$ cat src/rtl/assert_macros.svh
// Assertion macros used by the RTL files that check themselves (here the top level).
`ifndef ASSERT_MACROS_SVH
`define ASSERT_MACROS_SVH

// Same-cycle implication, disabled while reset is asserted.
`define ASSERT_IMP(lbl, clk, rst_n, ante, cons, msg) \
	lbl: assert property (@(posedge clk) disable iff (!rst_n) (ante) |-> (cons)) else $error(msg);

// Next-cycle implication, disabled while reset is asserted.
`define ASSERT_NXT(lbl, clk, rst_n, ante, cons, msg) \
	lbl: assert property (@(posedge clk) disable iff (!rst_n) (ante) |=> (cons)) else $error(msg);

`endif

$ cat src/rtl/mi4_pkg.sv
// Shared types, widths and index helpers for the 4x4 matrix inverse.
package mi4_pkg;

	localparam int FRAC_BITS_DEF = 16;
	localparam int EW = 32;                 // element width
	localparam int CW = 100;                // cofactor accumulator width
	localparam int DW = 136;                // determinant width
	localparam int CEXT = 128;              // cofactor split into four 32-bit chunks
	localparam int QDEPTH = 2;              // queue depth between front and back
	localparam logic [3:0] LAST_IDX = 4'd15;
	localparam logic [31:0] Q_MAX = 32'h7FFF_FFFF;
	localparam logic [31:0] Q_MIN = 32'h8000_0000;

	typedef struct packed {
		logic [3:0] idx;
		logic [31:0] val;
		logic last;
	} item_t;

	typedef struct packed {
		logic valid;
		item_t item;
	} q_head_t;

	typedef struct packed {
		logic start;
		logic neg;
	} div_req_t;

	typedef struct packed {
		logic done;
		logic [31:0] value;
		logic sat;
	} div_res_t;

	typedef struct packed {
		logic [3:0] a;
		logic [3:0] b;
	} pair_t;

	// n-th member of {0,1,2,3} with x removed
	function automatic logic [1:0] skip_idx(input logic [1:0] x, input logic [1:0] n);
		logic [1:0] r;
		r = n + {1'b0, (n >= x)};
		return r;
	endfunction

	// Element addresses for cofactor k, expansion term, micro-op.
	// op 0: a*b, op 1: c*d, ops 2/3: outer element.
	function automatic pair_t cof_pair(input logic [3:0] k, input logic [1:0] term,
		input logic [1:0] op);
		pair_t r;
		logic [1:0] gx, rx, g0, g1, g2, q, s, rp;
		gx = k[1:0];
		rx = k[3:2];
		g0 = skip_idx(gx, 2'd0);
		g1 = skip_idx(gx, 2'd1);
		g2 = skip_idx(gx, 2'd2);
		q = (term == 2'd0) ? skip_idx(rx, 2'd1) : skip_idx(rx, 2'd0);
		s = (term == 2'd2) ? skip_idx(rx, 2'd1) : skip_idx(rx, 2'd2);
		rp = skip_idx(rx, term);
		unique case (op)
			2'd0: begin
				r.a = {g1, q};
				r.b = {g2, s};
			end
			2'd1: begin
				r.a = {g1, s};
				r.b = {g2, q};
			end
			default: begin
				r.a = {g0, rp};
				r.b = {g0, rp};
			end
		endcase
		return r;
	endfunction

endpackage

$ cat src/rtl/mi4_div.sv
// Sequential divider: 32-bit saturating quotient, one bit per cycle.
module mi4_div #(
	parameter int FRAC_BITS = mi4_pkg::FRAC_BITS_DEF,
	parameter int NUMW = mi4_pkg::CW + 2 * FRAC_BITS
) (
	input  logic clk,
	input  logic arst_n,
	input  mi4_pkg::div_req_t req,
	input  logic [NUMW-1:0] num,
	input  logic [mi4_pkg::DW-1:0] den,
	output mi4_pkg::div_res_t res
);
	import mi4_pkg::*;

	localparam int RW = (NUMW > DW + 32) ? NUMW : DW + 32;

	typedef enum logic [1:0] {D_IDLE, D_CHECK, D_RUN, D_FIN} dstate_t;

	dstate_t state_q;
	logic [RW-1:0] r_q, dsh_q;
	logic [31:0] q_q;
	logic [4:0] cnt_q;
	logic neg_q, sat_q;
	logic ge;
	logic [31:0] limit;
	logic over;

	assign ge = (r_q >= dsh_q);
	assign limit = neg_q ? Q_MIN : Q_MAX;
	assign over = sat_q || (q_q > limit);

	always_ff @(posedge clk or negedge arst_n) begin
		if (!arst_n) begin
			state_q <= D_IDLE;
			cnt_q <= 5'd0;
			res <= '0;
		end else begin
			res.done <= 1'b0;
			unique case (state_q)
				D_IDLE: if (req.start) state_q <= D_CHECK;
				D_CHECK: begin
					cnt_q <= 5'd31;
					state_q <= ge ? D_FIN : D_RUN;
				end
				D_RUN: begin
					cnt_q <= cnt_q - 5'd1;
					if (cnt_q == 5'd0) state_q <= D_FIN;
				end
				D_FIN: begin
					res.done <= 1'b1;
					res.sat <= over;
					res.value <= over ? limit : (neg_q ? (32'd0 - q_q) : q_q);
					state_q <= D_IDLE;
				end
				default: state_q <= D_IDLE;
			endcase
		end
	end

	always_ff @(posedge clk) begin
		unique case (state_q)
			D_IDLE: begin
				if (req.start) begin
					r_q <= RW'(num);
					dsh_q <= RW'(den) << 32;
					neg_q <= req.neg;
					sat_q <= 1'b0;
					q_q <= '0;
				end
			end
			D_CHECK: begin
				if (ge) sat_q <= 1'b1;
				dsh_q <= dsh_q >> 1;
			end
			D_RUN: begin
				if (ge) r_q <= r_q - dsh_q;
				q_q <= {q_q[30:0], ge};
				dsh_q <= dsh_q >> 1;
			end
			default: ;
		endcase
	end

endmodule

$ cat config.mk
export PLATFORM = sky130hd
export DESIGN_NAME = mi4_div
export DESIGN_NICKNAME = d
export VERILOG_FILES = /design/src/rtl/assert_macros.svh /design/src/rtl/mi4_pkg.sv /design/src/rtl/mi4_div.sv
export SDC_FILE = /design/constraint.sdc
export NUM_CORES = 1
export LEC_CHECK = 0
export BUFFER_PORTS_ARGS = -buffer_cell sky130_fd_sc_hd__buf_4
export CORE_ASPECT_RATIO = 0.8
export CORE_MARGIN = 2
export CORE_UTILIZATION = 29
export CTS_CLUSTER_SIZE = 24
export DETAILED_ROUTE_END_ITERATION = 12
export PLACE_DENSITY = 0.47
export SETUP_SLACK_MARGIN = 0.5
export SYNTH_ARGS = -nofsm -noshare
export SYNTH_HDL_FRONTEND = slang
export SYNTH_SLANG_ARGS = --single-unit
$ cat constraint.sdc
create_clock -name clk -period 36.5 [get_ports clk]
set_input_delay 7.3 -clock clk [delete_from_list [all_inputs] [get_ports clk]]
set_output_delay 7.3 -clock clk [all_outputs]
set_load 0.01 [all_outputs]
After elaboration in Yosys (flattened, before gate mapping)
Index checks and enable logic that the tools add are counted.

Reductions and logical operators: 14. Eq/ne operators: 7. Multiplexer cells: 19. Add/sub/neg operators: 3. $lt $le $gt $ge: 2.

Operators with widths (number): 168-bit case mux with 2 select lines (2); 168-bit 2-to-1 mux (3); 168-bit >= comparator (1); 168-bit subtractor (1); 32-bit 2-to-1 mux (4); 32-bit case mux with 2 select lines (1); 34-bit 2-to-1 mux (1); 32-bit > comparator (1); 1-bit by 32-bit subtractor with 32-bit output, first input constant (1); 5-bit case mux with 2 select lines (1); 2-bit != test, second input constant (4); 2-bit case mux with 4 select lines (1); 2-bit AND reduction (4); 2-bit nonzero test (4); 3-bit AND reduction (2); 5-bit logical NOT (1); 5-bit by 1-bit subtractor with 5-bit output, second input constant (1); 2-bit == test, second input constant (2); 2-bit 2-to-1 mux (2); 1-bit 2-to-1 mux (3); 2-bit by 1-bit == test with 1-bit output, second input constant (1); 2-bit logical NOT (1); 1-bit case mux with 2 select lines (1); 2-bit OR reduction (1); 1-bit logical OR (1).

Bits in registers: 411. Logic and storage cells: 55. Output and inout bits: 34. Input bits: 272.

Logic depth before layout (Yosys ltp)
Depth in word-level cells: 5. Gate-level depth with buffers: 15. Gate-level depth less buffers: 14.

Worst setup path after synthesis
OpenSTA, ideal clock, no wires.

Path type: input-to-reg. From: input port req[1] in the netlist's numbering. To: register r_q[0] (enable). Setup time: 0.951 ns. Cell stages on the path: 3. Required time: 35.549 ns. Buffers on the path: 0. Data arrival time: 20.772 ns. Slack: 14.777 ns. Cell sequence: nand2_1 o21ai_0 a21boi_0.

Cells in the longest elaborated chain, start to end: 2.

Ends and longest elaborated chain: from (decl) (line mi4_div.sv:8) `input mi4_pkg::div_req_t req,`; 2-bit != test (no line); 3-bit AND reduction (no line); to (signal assigned) (line mi4_div.sv:64) `r_q <= RW'(num);`; to (signal assigned) (line mi4_div.sv:76) `if (ge) r_q <= r_q - dsh_q;`; to (decl) (line mi4_div.sv:20) `logic [RW-1:0] r_q, dsh_q;`.

No other way between the ends. A chain may end at the register's enable or synchronous reset.

Worst setup path after layout
From: input port req[1] in the netlist's numbering. To: register dsh_q[94] (enable).

Cells in the longest elaborated chain, start to end: 2.

Ends and longest elaborated chain: 2-bit != test (no line); 2-bit AND reduction (no line); to (signal assigned) (line mi4_div.sv:65) `dsh_q <= RW'(den) << 32;`; to (signal assigned) (line mi4_div.sv:73) `dsh_q <= dsh_q >> 1;`; to (signal assigned) (line mi4_div.sv:78) `dsh_q <= dsh_q >> 1;`; to (decl) (line mi4_div.sv:20).

No other way between the ends.

==> implementation parameters <==
Parameter                              Value

Synth
  Avg Inst Size Synth    9.32 sq um
  Most used flip-flop cell after synthesis    sky130_fd_sc_hd__edfxtp_1
  Number of flops mapped to enable cells by yosys    370
  Seq/Total Area, Yosys    between 30% and 40%
  Synthesis warning total    0
  Asr flop ratio synth    9.98%
  Cells after synthesis    3286
  FF+latch count, synth    411
  Distinct cell type count of the synthesized netlist    82
  Net count after synthesis    3766
  Syn Std Cell Area    roughly 31000 sq um

Worst setup path
  Largest fanout on the critical path    57
  CP top delay family    buffers and inverters
  CP Cell Sequence    buf_4 > nand2_1 > o21ai_4 > buf_4 > buf_4
  Library cell appearing most often on the critical path    sky130_fd_sc_hd__buf_4
  Data required time at the worst endpoint    36.74 ns
  Crit end category    flip-flop
  Crit path max-delay cell type    sky130_fd_sc_hd__buf_4
  Startpoint kind of the worst setup timing path    primary input
  Type of the worst setup path    primary input to flip-flop
  CP Data Arrival Time    9.31 ns
  Combined buffer and inverter count along the critical path    3
  Slowest stage delay, CP    0.68 ns

Finish
  Fillcell total    10800
  Layout Nets    3993
  Layout Area Growth over Synthesis    17.3%
  Proportion of layout cells with a drive suffix above 1    19.8%
  Most frequent standard cell in the layout excluding fill and tap cells    sky130_fd_sc_hd__edfxtp_1
  Leading cell types in the layout, fill and taps excluded    sky130_fd_sc_hd__edfxtp_1, sky130_fd_sc_hd__a21oi_1, sky130_fd_sc_hd__buf_4
  Total inserted antenna cells    0

Route
  Via density    5.16
  Average wire per cell in the routed design    a little over 20 um
  First-pass iteration count of the detailed router    7
  Starting DRC count in detailed routing    2191
  Total routed wirelength    102000 um
  DRC violations left    0
  Number of vias after detailed routing    approximately 26000
  Antenna-violating nets left    0

Timing
  Number of hold violations in the final report    0
  Setup repair after global routing missed its margin    no
  Headroom to the max-slew limit    between 10 and 15%
  Measured slew at the worst slew-check pin    1.29 ns
  Total Negative Setup Slacks    0 ns
  Shortest period the worst path allows    9.07 ns
  Count of final max-slew check failures    0
  Period Utilization, post-route    24.8%
  Fmax    approximately 110 MHz
  Final number of setup-violating endpoints    0
  Final Skew    0.0383 ns

CTS
  Number of buffers added for setup after CTS    0
  Number of buffers inserted during clock tree synthesis    between 40 and 50
  TritonCTS clock tree    done
  Clock latency of the later-clocked register in the worst-skew pair    slightly above 0.6 ns
  H-tree levels    2
  Quantity of gates resized following cts    0
  Sink count of the clock tree    411
  Maximum buffer depth of the clock tree    3
  Clock root buffer    sky130_fd_sc_hd__clkbuf_16
  Clock slew at reported path FFs    0.06 ns
  Count of hold buffers inserted by post-cts repair    0

Place
  Final HPWL from detailed placement    between 70000 and 80000 um
  Weighted congestion at the end of routability-driven global placement    0.906
  Port Buf Inserts    slightly above 300

Hold path
  Worst min-delay path class    flip-flop to flip-flop

Floorplan
  Ports    around 310
  X dimension of the die    367 um
  Die height    a little under 300 um
  Placeable core area    105000 sq um
  Starting density of the core    29.3%
  Area of the die    108000 sq um
  Count of standard-cell rows    around 110

GRT
  Global-route total usage across every layer    18.3%
  Number of global-route vias before repair    24900
  Pin count of the biggest net entering global routing    173
  Sum of overflow across all layers after global routing    0
  Antenna violations before repair    13
  Global-route wire length before repair    154000 um

Run
  Max Cap Violations    0

Outcome
  Run status    finished, final reports clean
==> worst register-to-register path: cells and delay by family, from the launching register on <==
family	cells	cell delay (ns)
flip-flops	1	0.37
adder cells (fa/ha/maj)	1	0.39
AND/OR/NAND/NOR	2	0.52
AO/OA/AOI/OAI	8	2.96
buffers and inverters	3	1.67
==> registers in the layout, summed over array words and instances (netlist names) <==
name / count
sat_q: 1
q_q: 32
res: 34
r_q: 168
neg_q: 1
cnt_q: 5
dsh_q: 168
state_q: 2
==> synth_stat cells, types with 25 or more instances <==
master                     instances  area, sq um
sky130_fd_sc_hd__a21o_1           77          578
sky130_fd_sc_hd__a21oi_1         334         1670
sky130_fd_sc_hd__a31oi_1          36          225
sky130_fd_sc_hd__and2_1           28          175
sky130_fd_sc_hd__clkbuf_1        137          514
sky130_fd_sc_hd__dfrtp_1          41         1030
sky130_fd_sc_hd__edfxtp_1        370        11100
sky130_fd_sc_hd__ha_1            207         2590
sky130_fd_sc_hd__inv_1           278         1040
sky130_fd_sc_hd__mux2_2          254         2860
sky130_fd_sc_hd__nand2_1         267         1000
sky130_fd_sc_hd__nand3_1          30          150
sky130_fd_sc_hd__nand4_1         100          626
sky130_fd_sc_hd__nor2_1          266          998
sky130_fd_sc_hd__nor3_1           60          300
sky130_fd_sc_hd__o211ai_1         25          188
sky130_fd_sc_hd__o21a_1           38          285
sky130_fd_sc_hd__o21ai_0         201         1010
sky130_fd_sc_hd__o21bai_1         56          420
sky130_fd_sc_hd__xnor2_1          97          850
sky130_fd_sc_hd__xor2_1           58          508
==> layer usage <==
metal  track usage, %  routed length (um)
met1             27.8               51000
met2             26.4               41500
met3             3.58                7160
met4             3.83                1840
met5                0                  69
==> through the flow <==
step,setup WS [ns],cells,hold WS (ns),area (sq um),util [%]
after floorplan,14.78,3286,0.516,30600,-
after global placement,26.78,4866,0.464,34300,32.8
after detailed placement,26.76,4866,0.470,34300,32.8
after CTS,27.42,4958,0.484,35900,34.3
after global routing,27.28,4958,0.505,35900,34.3
final,27.43,4958,0.481,35900,34.3
==> worst paths after layout <==
check	start	to	slack [ns]	depth (start not counted)
worst max-delay path	req[1]	dsh_q[94]	27.43	5
worst min-delay path	res[12]	res[12]	0.48	1
worst max register to register	r_q[7]	r_q[155]	30.17	14
worst min register to register	res[12]	res[12]	0.48	1
max in group asynchronous	arst_n	cnt_q[1]	29.38	1
min in group asynchronous	arst_n	res[4]	6.70	1
==> cell families after synthesis <==
kind of cell / count (synthesis) / synth area share, %
mux: 265 / 9.70
compound gates: 929 / 18.7
buf+inv: 429 / 5.31
simple gates: 889 / 13.7
xor+xnor: 155 / 4.43
flops: 411 / 39.6
fa+ha+maj: 208 / 8.52
==> area by class of cell <==
| type | instances | area (sq um) | share of cell area (%) |
|---|---|---|---|
| clock buffer | 58 | 1300 | 3.63 |
| clock inverter | 34 | 292 | 0.812 |
| inverter | 280 | 1050 | 2.93 |
| multi-input combinational | 2446 | 16900 | 47.1 |
| sequential | 411 | 12100 | 33.8 |
| tap | 1404 | 1760 | 4.89 |
| timing repair buffer | 325 | 2450 | 6.83 |
Power is left out: the tool's default activity adds up to more than one toggle a clock period on the data nets, which glitch-free logic cannot reach.
