File: src/rtl/assert_macros.svh
// Assertion macros used by the RTL files that check themselves (here the top level).
`ifndef ASSERT_MACROS_SVH
`define ASSERT_MACROS_SVH

// Same-cycle implication, disabled while reset is asserted.
`define ASSERT_IMP(lbl, clk, rst_n, ante, cons, msg) \
	lbl: assert property (@(posedge clk) disable iff (!rst_n) (ante) |-> (cons)) else $error(msg);

// Next-cycle implication, disabled while reset is asserted.
`define ASSERT_NXT(lbl, clk, rst_n, ante, cons, msg) \
	lbl: assert property (@(posedge clk) disable iff (!rst_n) (ante) |=> (cons)) else $error(msg);

`endif

File: src/rtl/mi4_pkg.sv
// Shared types, widths and index helpers for the 4x4 matrix inverse.
package mi4_pkg;

	localparam int FRAC_BITS_DEF = 16;
	localparam int EW = 32;                 // element width
	localparam int CW = 100;                // cofactor accumulator width
	localparam int DW = 136;                // determinant width
	localparam int CEXT = 128;              // cofactor split into four 32-bit chunks
	localparam int QDEPTH = 2;              // queue depth between front and back
	localparam logic [3:0] LAST_IDX = 4'd15;
	localparam logic [31:0] Q_MAX = 32'h7FFF_FFFF;
	localparam logic [31:0] Q_MIN = 32'h8000_0000;

	typedef struct packed {
		logic [3:0] idx;
		logic [31:0] val;
		logic last;
	} item_t;

	typedef struct packed {
		logic valid;
		item_t item;
	} q_head_t;

	typedef struct packed {
		logic start;
		logic neg;
	} div_req_t;

	typedef struct packed {
		logic done;
		logic [31:0] value;
		logic sat;
	} div_res_t;

	typedef struct packed {
		logic [3:0] a;
		logic [3:0] b;
	} pair_t;

	// n-th member of {0,1,2,3} with x removed
	function automatic logic [1:0] skip_idx(input logic [1:0] x, input logic [1:0] n);
		logic [1:0] r;
		r = n + {1'b0, (n >= x)};
		return r;
	endfunction

	// Element addresses for cofactor k, expansion term, micro-op.
	// op 0: a*b, op 1: c*d, ops 2/3: outer element.
	function automatic pair_t cof_pair(input logic [3:0] k, input logic [1:0] term,
		input logic [1:0] op);
		pair_t r;
		logic [1:0] gx, rx, g0, g1, g2, q, s, rp;
		gx = k[1:0];
		rx = k[3:2];
		g0 = skip_idx(gx, 2'd0);
		g1 = skip_idx(gx, 2'd1);
		g2 = skip_idx(gx, 2'd2);
		q = (term == 2'd0) ? skip_idx(rx, 2'd1) : skip_idx(rx, 2'd0);
		s = (term == 2'd2) ? skip_idx(rx, 2'd1) : skip_idx(rx, 2'd2);
		rp = skip_idx(rx, term);
		unique case (op)
			2'd0: begin
				r.a = {g1, q};
				r.b = {g2, s};
			end
			2'd1: begin
				r.a = {g1, s};
				r.b = {g2, q};
			end
			default: begin
				r.a = {g0, rp};
				r.b = {g0, rp};
			end
		endcase
		return r;
	endfunction

endpackage

File: src/rtl/mi4_front.sv
// Front end: takes items and queues them for the back end.
module mi4_front (
	input  logic clk,
	input  logic arst_n,
	input  logic start,
	input  mi4_pkg::item_t in_item,
	input  logic pop,
	output logic busy,
	output mi4_pkg::q_head_t head
);
	import mi4_pkg::*;

	item_t entry_q [QDEPTH];
	logic wr_q, rd_q;
	logic [1:0] count_q;
	logic push;

	assign busy = (count_q == 2'(QDEPTH));
	assign push = start && !busy;
	assign head.valid = (count_q != 2'd0);
	assign head.item = entry_q[rd_q];

	always_ff @(posedge clk or negedge arst_n) begin
		if (!arst_n) begin
			wr_q <= 1'b0;
			rd_q <= 1'b0;
			count_q <= 2'd0;
		end else begin
			if (push) wr_q <= ~wr_q;
			if (pop) rd_q <= ~rd_q;
			if (push && !pop) count_q <= count_q + 2'd1;
			else if (pop && !push) count_q <= count_q - 2'd1;
		end
	end

	always_ff @(posedge clk) begin
		if (push) entry_q[wr_q] <= in_item;
	end

endmodule

File: config.mk
export PLATFORM = sky130hd
export DESIGN_NAME = mi4_front
export DESIGN_NICKNAME = d
export VERILOG_FILES = /design/src/rtl/assert_macros.svh /design/src/rtl/mi4_pkg.sv /design/src/rtl/mi4_front.sv
export SDC_FILE = /design/constraint.sdc
export NUM_CORES = 1
export LEC_CHECK = 0
export ABC_AREA = 1
export BUFFER_PORTS_ARGS = -buffer_cell sky130_fd_sc_hd__buf_2
export CAP_MARGIN = 20
export CORE_AREA = 2 2 77 79
export CTS_CLUSTER_SIZE = 25
export DETAILED_ROUTE_END_ITERATION = 7
export DIE_AREA = 0 0 79 81
export GPL_TIMING_DRIVEN = 1
export PLACE_DENSITY = 0.84
export SKIP_CTS_REPAIR_TIMING = 1
export SLEW_MARGIN = 5
export SYNTH_ARGS = -nofsm -noshare
export SYNTH_HDL_FRONTEND = slang
export SYNTH_SLANG_ARGS = --single-unit
File: constraint.sdc
create_clock -name clk -period 6.7 [get_ports clk]
set_input_delay 1.34 -clock clk [delete_from_list [all_inputs] [get_ports clk]]
set_output_delay 1.34 -clock clk [all_outputs]
set_load 0.005 [all_outputs]
Word level (Yosys, flattened, before mapping):

Memories as Yosys holds them, arrays and structs flattened.
Index checks and enable logic that the tools add are counted.

* bits in latches: 0
* memories: 1
* output and inout port bits: 39
* bits in writable memories: 74
* memory bits (read-only): 0
* flip-flop bits (word level): 4

* shifts and indexed selects: 0
* eq/ne operators: 1
* muxes and demuxes: 4
* $add $sub $neg: 2
* $lt $le $gt $ge: 0
* bitwise operators: 2
* div/mod/pow operators: 0
* multipliers: 0
* reduce and logical (&&, ||, !) cells: 8

Memories
* entry_q: words 2, width 37, rd ports 1, clocked after Yosys merged registers in 0, wr ports 1, line mi4_front.sv:13 `item_t entry_q [QDEPTH];`

Operators by type and width (count)
* 2-bit two-way mux: 2
* 2-bit nonzero test: 2
* 1-bit logical AND: 3
* 1-bit zero test: 3
* 2-bit by 1-bit adder with 2-bit output (second input constant): 1
* 2-bit == test (second input constant): 1
* 1-bit two-way mux: 2
* 1-bit inverter: 2
* 2-bit by 1-bit subtractor with 2-bit output (second input constant): 1

Longest topological paths before layout:

Gate-level depths: netlist of run 1.

* word-level depth: 7
* mapped depth: 9
* gate-level depth less buffers: 9

Least setup slack after synthesis of run 1:

Ideal clock, no wire load.

* path type: input to register
* start point: in start
* end point: mem entry_q[1][0] (netlist bit), enable pin
* path buffers: 0
* path slack: 3.263 ns
* arrival: 3.005 ns
* stages: 2
* cells stage by stage: o21ai_0 nor2_1

* longest elaborated chain between the ends: 3

Ends and longest elaborated chain
* from (decl): line mi4_front.sv:5 `input logic start,`
* 1-bit logical AND: line mi4_front.sv:19 `assign push = start && !busy;`
* 1-bit two-way mux: line mi4_front.sv:37 `if (push) entry_q[wr_q] <= in_item;`
* 1-bit two-way mux (implied by the code): line mi4_front.sv:37
* to (decl): line mi4_front.sv:13

No other way between the ends.

==> impl_metrics.ini, run 1 <==
[power]
internal_power_mw = 1.08
clkPwrFrac_pct = 21.7
powerDensity_nw_per_um2 = 406
vdd_drop_max_v = 0.000336
p_comb_share_pct = 27.8
leakage_nw = 1.47
swShare_pct = 27.2
p_switching_uw = 402
finalPower_mw = 1.48
pwr-share-seq_pct = 50.5

[floorplanning]
rows = 28
dieHeight_um = 81
start_util_pct = 52.3
core-area_um2 = 5680
die_width_um = 79
ios = 80
die_area_um2 = 6400

[worst_setup_path]
crit_arrival_ns = 1.98
critical_path_required_ns = 5.36
worstRegToRegCells = 6
endpoint_kind = output port
path_cells = mux2_2, buf_2
rrSetupSlack_ns = 4.71
reg2reg_to = entry_q[0][9]$_DFFE_PP_
path_max_fanout = 38
start_kind = flop
path_class = flop to output port
cpMaxStageDelayCell = dfrtp_2
r2r-start = count_q[1]$_DFFE_PN0P_
slowest_delay_ns = 1.04

[sta]
rsz0062_at_grt = false
finalMaxSlewViolations = 0
relSlewSlack_pct = 30.7
fmax_mhz = 301
hold_viol = 0
finClkSkew_ns = 0.00275
worst_slew_pin_slew_ns = 1.04
period_minus_slack_ns = 3.32
setup_viol = 0
setup_tns_ns = 0
period_share_pct = 49.6

[global_route]
track_usage_pct = 15.6
grt_overflow = 0
grt_pass1_wl_um = 7270
grt_max_degree = 39
grt_pass1_vias = 1575
antenna_found_initial = 0

[yosys]
yosysUniqueCellTypes = 15
synth.top_cell.area_share_pct = 74.8
syn-instance-count = 144
yosys-top-cells-area = edfxtp_1 (75%), mux2_4 (10%), mux2_2 (6.4%), dfrtp_1 (3.4%), buf_6 (1.1%)
yosys_warnings = 0
yosysTopAreaCell = edfxtp_1
syn-cell-area_um2 = 2970
syn_nets = 186
syn_area_per_cell_um2 = 20.6
yosysSeqAreaShare_pct = 78.2
synth_seq_cells = 78

[layout]
syn_to_final_growth_pct = 22.7
drive_gt1_share_pct = 56.4
fillers = 417
final_cell_mix = buf_2 (79), edfxtp_1 (74), mux2_4 (20), mux2_2 (17), clkbuf_8 (9)
final_common_cell = buf_2
area.sequential_um2 = 2320
multi_input_area_um2 = 587
num_antenna_cells = 0
layout.nets = 274

[route]
drt-pass1-iter-count = 4
drc = 0
via_per_inst = 4.84
routed_wl_um = 4670
wl_per_cell_um = 15.0
drtIter0Drc = 56
ant_nets = 0
via_count = 1505

[job]
drv_cap = 0

[worst_hold_path]
whs_endpoint = wr_q$_DFFE_PN0N_
min_path_type = flop to flop
holdCritStartpoint = wr_q$_DFFE_PN0N_
hold_path_depth = 2

[clock_network]
cts_tree = built
root_buffer = clkbuf_8
ctsLongestPathBuffers = 2
htree_levels = 3
cts_buffers = 9
clock_sinks = 78
clkSlewWorstSetupHoldPaths_ns = 0.07
insertion_delay_ns = 0.33

[place]
io_buffer_count = 79
dpl.hpwl_um = 3090
place_congestion = 0.707

[outcome]
status = complete, no violations
## registers in the layout, summed over array words and instances (netlist names)
register / flops
entry_q: 74
count_q: 2
rd_q: 1
wr_q: 1
## cell families after synthesis
family | after synthesis | share of synthesized area [%]
buf+inv | 12 | 2.32
compound gates | 1 | 0.168
mux | 37 | 16.6
fa+ha+maj | 1 | 0.421
xor+xnor | 2 | 0.590
flops | 78 | 78.2
simple gates | 13 | 1.77
## power groups by stage
stage                     sequential (mW)  combinational, mW  clock (mW)
after detailed placement            0.762              0.406           0
after CTS                           0.752              0.408       0.329
after floorplan                     0.701              0.310           0
after global routing                0.764              0.450       0.346
final                               0.747              0.412       0.321
after global placement              0.756              0.396           0
## area by class of cell
| cell class | instances | share of cell area, % |
|---|---|---|
| flip-flops and latches | 78 | 63.8 |
| repair buffers | 81 | 11.8 |
| inverters | 8 | 0.824 |
| multi-input cells | 54 | 16.1 |
| clock inverters | 5 | 1.41 |
| well taps | 75 | 2.58 |
| clock buffers | 10 | 3.50 |
## metrics by stage
step,setup WS (ns),instance area [µm²],hold slack [ns],instances,utilization [%]
2_1_floorplan,3.26,2970,0.442,144,-
3_3_place_gp,3.74,3440,0.457,295,60.6
3_5_place_dp,3.73,3440,0.466,295,60.6
4_1_cts,3.35,3620,0.485,310,63.7
5_1_grt,3.28,3640,0.524,311,64.2
6_report,3.38,3640,0.480,311,64.2
## routing by layer
metal	global-route usage, %	part of all wire (%)	vias to the layer above
li1	-	-	720
met5	0	0	-
met1	17.5	38	720
met3	3.56	5.5	10
met4	9.14	2.3	0
met2	27.5	54	55
## synthesized netlist by cell type (all sizes together)
cell type / instances
dfrtp: 4
ha: 1
nor2: 3
buf: 4
nand3: 1
nand4: 1
xor2: 1
nand2: 8
edfxtp: 74
o21ai: 1
inv: 8
xnor2: 1
mux2: 37
## worst max-delay path: cells and delay by family, from the launching register on
| kind | cells | cell delay (ns) |
|---|---|---|
| flip-flops | 1 | 1.04 |
| multiplexers | 1 | 0.43 |
| buffers and inverters | 1 | 0.14 |
## worst max-delay path by stage
stage | startpoint | slack [ns] | depth (start not counted) | end
after floorplan | start | 3.26 | 2 | entry_q[1][0]$_DFFE_PP_
after global placement | rd_q$_DFFE_PN0P_ | 3.74 | 2 | head[29]
after global routing | rd_q$_DFFE_PN0P_ | 3.28 | 2 | head[21]
after CTS | rd_q$_DFFE_PN0P_ | 3.35 | 2 | head[21]
after detailed placement | rd_q$_DFFE_PN0P_ | 3.73 | 2 | head[21]
final | rd_q$_DFFE_PN0P_ | 3.38 | 2 | head[21]
No activity file was read; power rests on OpenSTA's default activity.
==> run 2: changes to the inputs <==
--- a/config.mk
+++ b/config.mk
@@ -8,12 +8,12 @@
 export ABC_AREA = 1
 export BUFFER_PORTS_ARGS = -buffer_cell sky130_fd_sc_hd__buf_2
 export CAP_MARGIN = 20
-export CORE_AREA = 2 2 77 79
+export CORE_AREA = 2 2 83 85
 export CTS_CLUSTER_SIZE = 25
 export DETAILED_ROUTE_END_ITERATION = 7
-export DIE_AREA = 0 0 79 81
+export DIE_AREA = 0 0 85 87
 export GPL_TIMING_DRIVEN = 1
-export PLACE_DENSITY = 0.84
+export PLACE_DENSITY = 0.77
 export SKIP_CTS_REPAIR_TIMING = 1
 export SLEW_MARGIN = 5
 export SYNTH_ARGS = -nofsm -noshare
==> constraint.sdc (replaced) <==
create_clock -name clk -period 2.85 [get_ports clk]
set_input_delay 0.57 -clock clk [delete_from_list [all_inputs] [get_ports clk]]
set_output_delay 0.57 -clock clk [all_outputs]
set_load 0.005 [all_outputs]
==> run 2 against run 1 <==
  * Sequential cell count is the same
  * Clock skew grew 0.0042 ns
  * Utilization shrank 8.5 points
  * Critical path depth grew 1
  * Sequential share of layout area shrank 0.31 points
  * Register-to-register slack lost 3.5 ns
  * Largest power group unchanged
  * Critical path type unchanged
  * Largest cell class unchanged
  * Non-clock buffer count grew 1
  * Worst hold slack lost 0.44 ns
  * First-iteration DRC count grew 8.9%
==> impl_metrics.ini, run 2 (synthesized netlist as in run 1, its figures left out) <==
[clock_network]
htree_levels = 3
insertion_delay_ns = 0.32
root_buffer = clkbuf_8
cts_tree = built
ctsLongestPathBuffers = 2
clock_sinks = 78
cts_buffers = 9
clkSlewWorstSetupHoldPaths_ns = 0.07

[layout]
num_antenna_cells = 0
final_cell_mix = buf_2 (79), edfxtp_1 (74), mux2_4 (20), mux2_2 (17), clkbuf_8 (9)
final_util_pct = 55.7
drive_gt1_share_pct = 57.1
layout.nets = 275
reg_top3 = entry_q: 74 flops, count_q: 2 flops
stdcell_area_um2 = 3660
final_common_cell = buf_2
regMostFlops = entry_q
fin_cells = 318
fillers = 517
syn_to_final_growth_pct = 23.3
largest_reg_flops = 74

[global_route]
track_usage_pct = 12.8
grt_max_degree = 38
grt_pass1_vias = 1462
grt_pass1_wl_um = 7050
grt_overflow = 0
antenna_found_initial = 0

[worst_setup_path]
start_kind = flop
worstRegToRegCells = 6
path_class = flop to output port
rrSetupSlack_ns = 1.21
cp-startpoint = rd_q$_DFFE_PN0P_
r2r-start = count_q[1]$_DFFE_PN0P_
reg2reg_to = entry_q[0][17]$_DFFE_PP_
path_max_fanout = 27
crit_arrival_ns = 1.65
critical_path_required_ns = 2.28
endpoint_kind = output port

[power]
pwr-share-seq_pct = 48.0
swShare_pct = 27.1
p_comb_share_pct = 29.9
powerDensity_nw_per_um2 = 952
internal_power_mw = 2.54
clkPwrFrac_pct = 22.1
vdd_drop_max_v = 0.000545
finalPower_mw = 3.49
p_switching_uw = 946
leakage_nw = 1.47

[sta]
relSlewSlack_pct = 66.5
setup_tns_ns = 0
worst_slew_pin_slew_ns = 0.503
setup_slack_ns = 0.625
period_share_pct = 78.1
rsz0062_at_grt = false
hold_viol = 0
period_minus_slack_ns = 2.22
fmax_mhz = 449
finalMaxSlewViolations = 0
setup_viol = 0
whs_ns = 0.0417
finClkSkew_ns = 0.00693

[floorplanning]
ios = 80
die_width_um = 85
die_area_um2 = 7400
start_util_pct = 45.2
dieHeight_um = 87
rows = 30
core-area_um2 = 6570

[route]
wl_per_cell_um = 15.0
drt-pass1-iter-count = 4
ant_nets = 0
via_count = 1514
drtIter0Drc = 61
routed_wl_um = 4770
via_per_inst = 4.76
drc = 0

[place]
place_inst = 302
dpl.hpwl_um = 3240
dpl_cell_area_um2 = 3470
place_congestion = 0.776
dp_slack_ns = 0.961
io_buffer_count = 79

[worst_hold_path]
min_path_type = input port to async pin

[outcome]
status = complete, no violations

[job]
drv_cap = 0
run 2: changes by cell type in the layout (fill, tap and decap cells not counted), sizes merged:
cell and change:
buf +1, clkinv -1, clkinvlp +2
run 2: area by class of cell:
cell class	instances	area [µm²]	area share [%]
Clock buffer	10	128	3.49
Clock inverter	6	62.6	1.71
Inverter	8	30.0	0.820
Multi-Input combinational cell	54	587	16.0
Sequential cell	78	2320	63.5
Tap cell	80	100	2.73
Timing Repair Buffer	82	430	11.8
run 2: how the worst max path moves through the flow:
stage	end	cells past startpoint	slack, ns
finish	head[36]	3	0.63
global route	head[36]	3	0.53
CTS	head[36]	3	0.59
detailed placement	head[36]	3	0.96
global placement	head[29]	3	1.00
floorplan	entry_q[1][0]$_DFFE_PP_	2	0.18
run 2: routing by layer:
| layer | up-vias | global-route usage (%) | part of all wire (%) |
|---|---|---|---|
| met1 | 744 | 15.1 | 40 |
| li1 | 722 | - | - |
| met3 | 5 | 3.03 | 4.7 |
| met5 | - | 0 | 0 |
| met2 | 43 | 21.9 | 54 |
| met4 | 0 | 6.93 | 1.3 |
run 2: power by group through the flow:
stage	logic (mW)	clock network (mW)	registers, mW
3_5_place_dp	1.06	0	1.70
2_1_floorplan	0.729	0	1.65
4_1_cts	1.06	0.793	1.68
6_report	1.04	0.770	1.67
3_3_place_gp	1.05	0	1.69
5_1_grt	1.14	0.840	1.70
run 2: critical path: stages, from the launching register on:
cell and delay, ns:
dfrtp_2 0.56, buf_12 0.26, mux2_2 0.36, buf_2 0.13
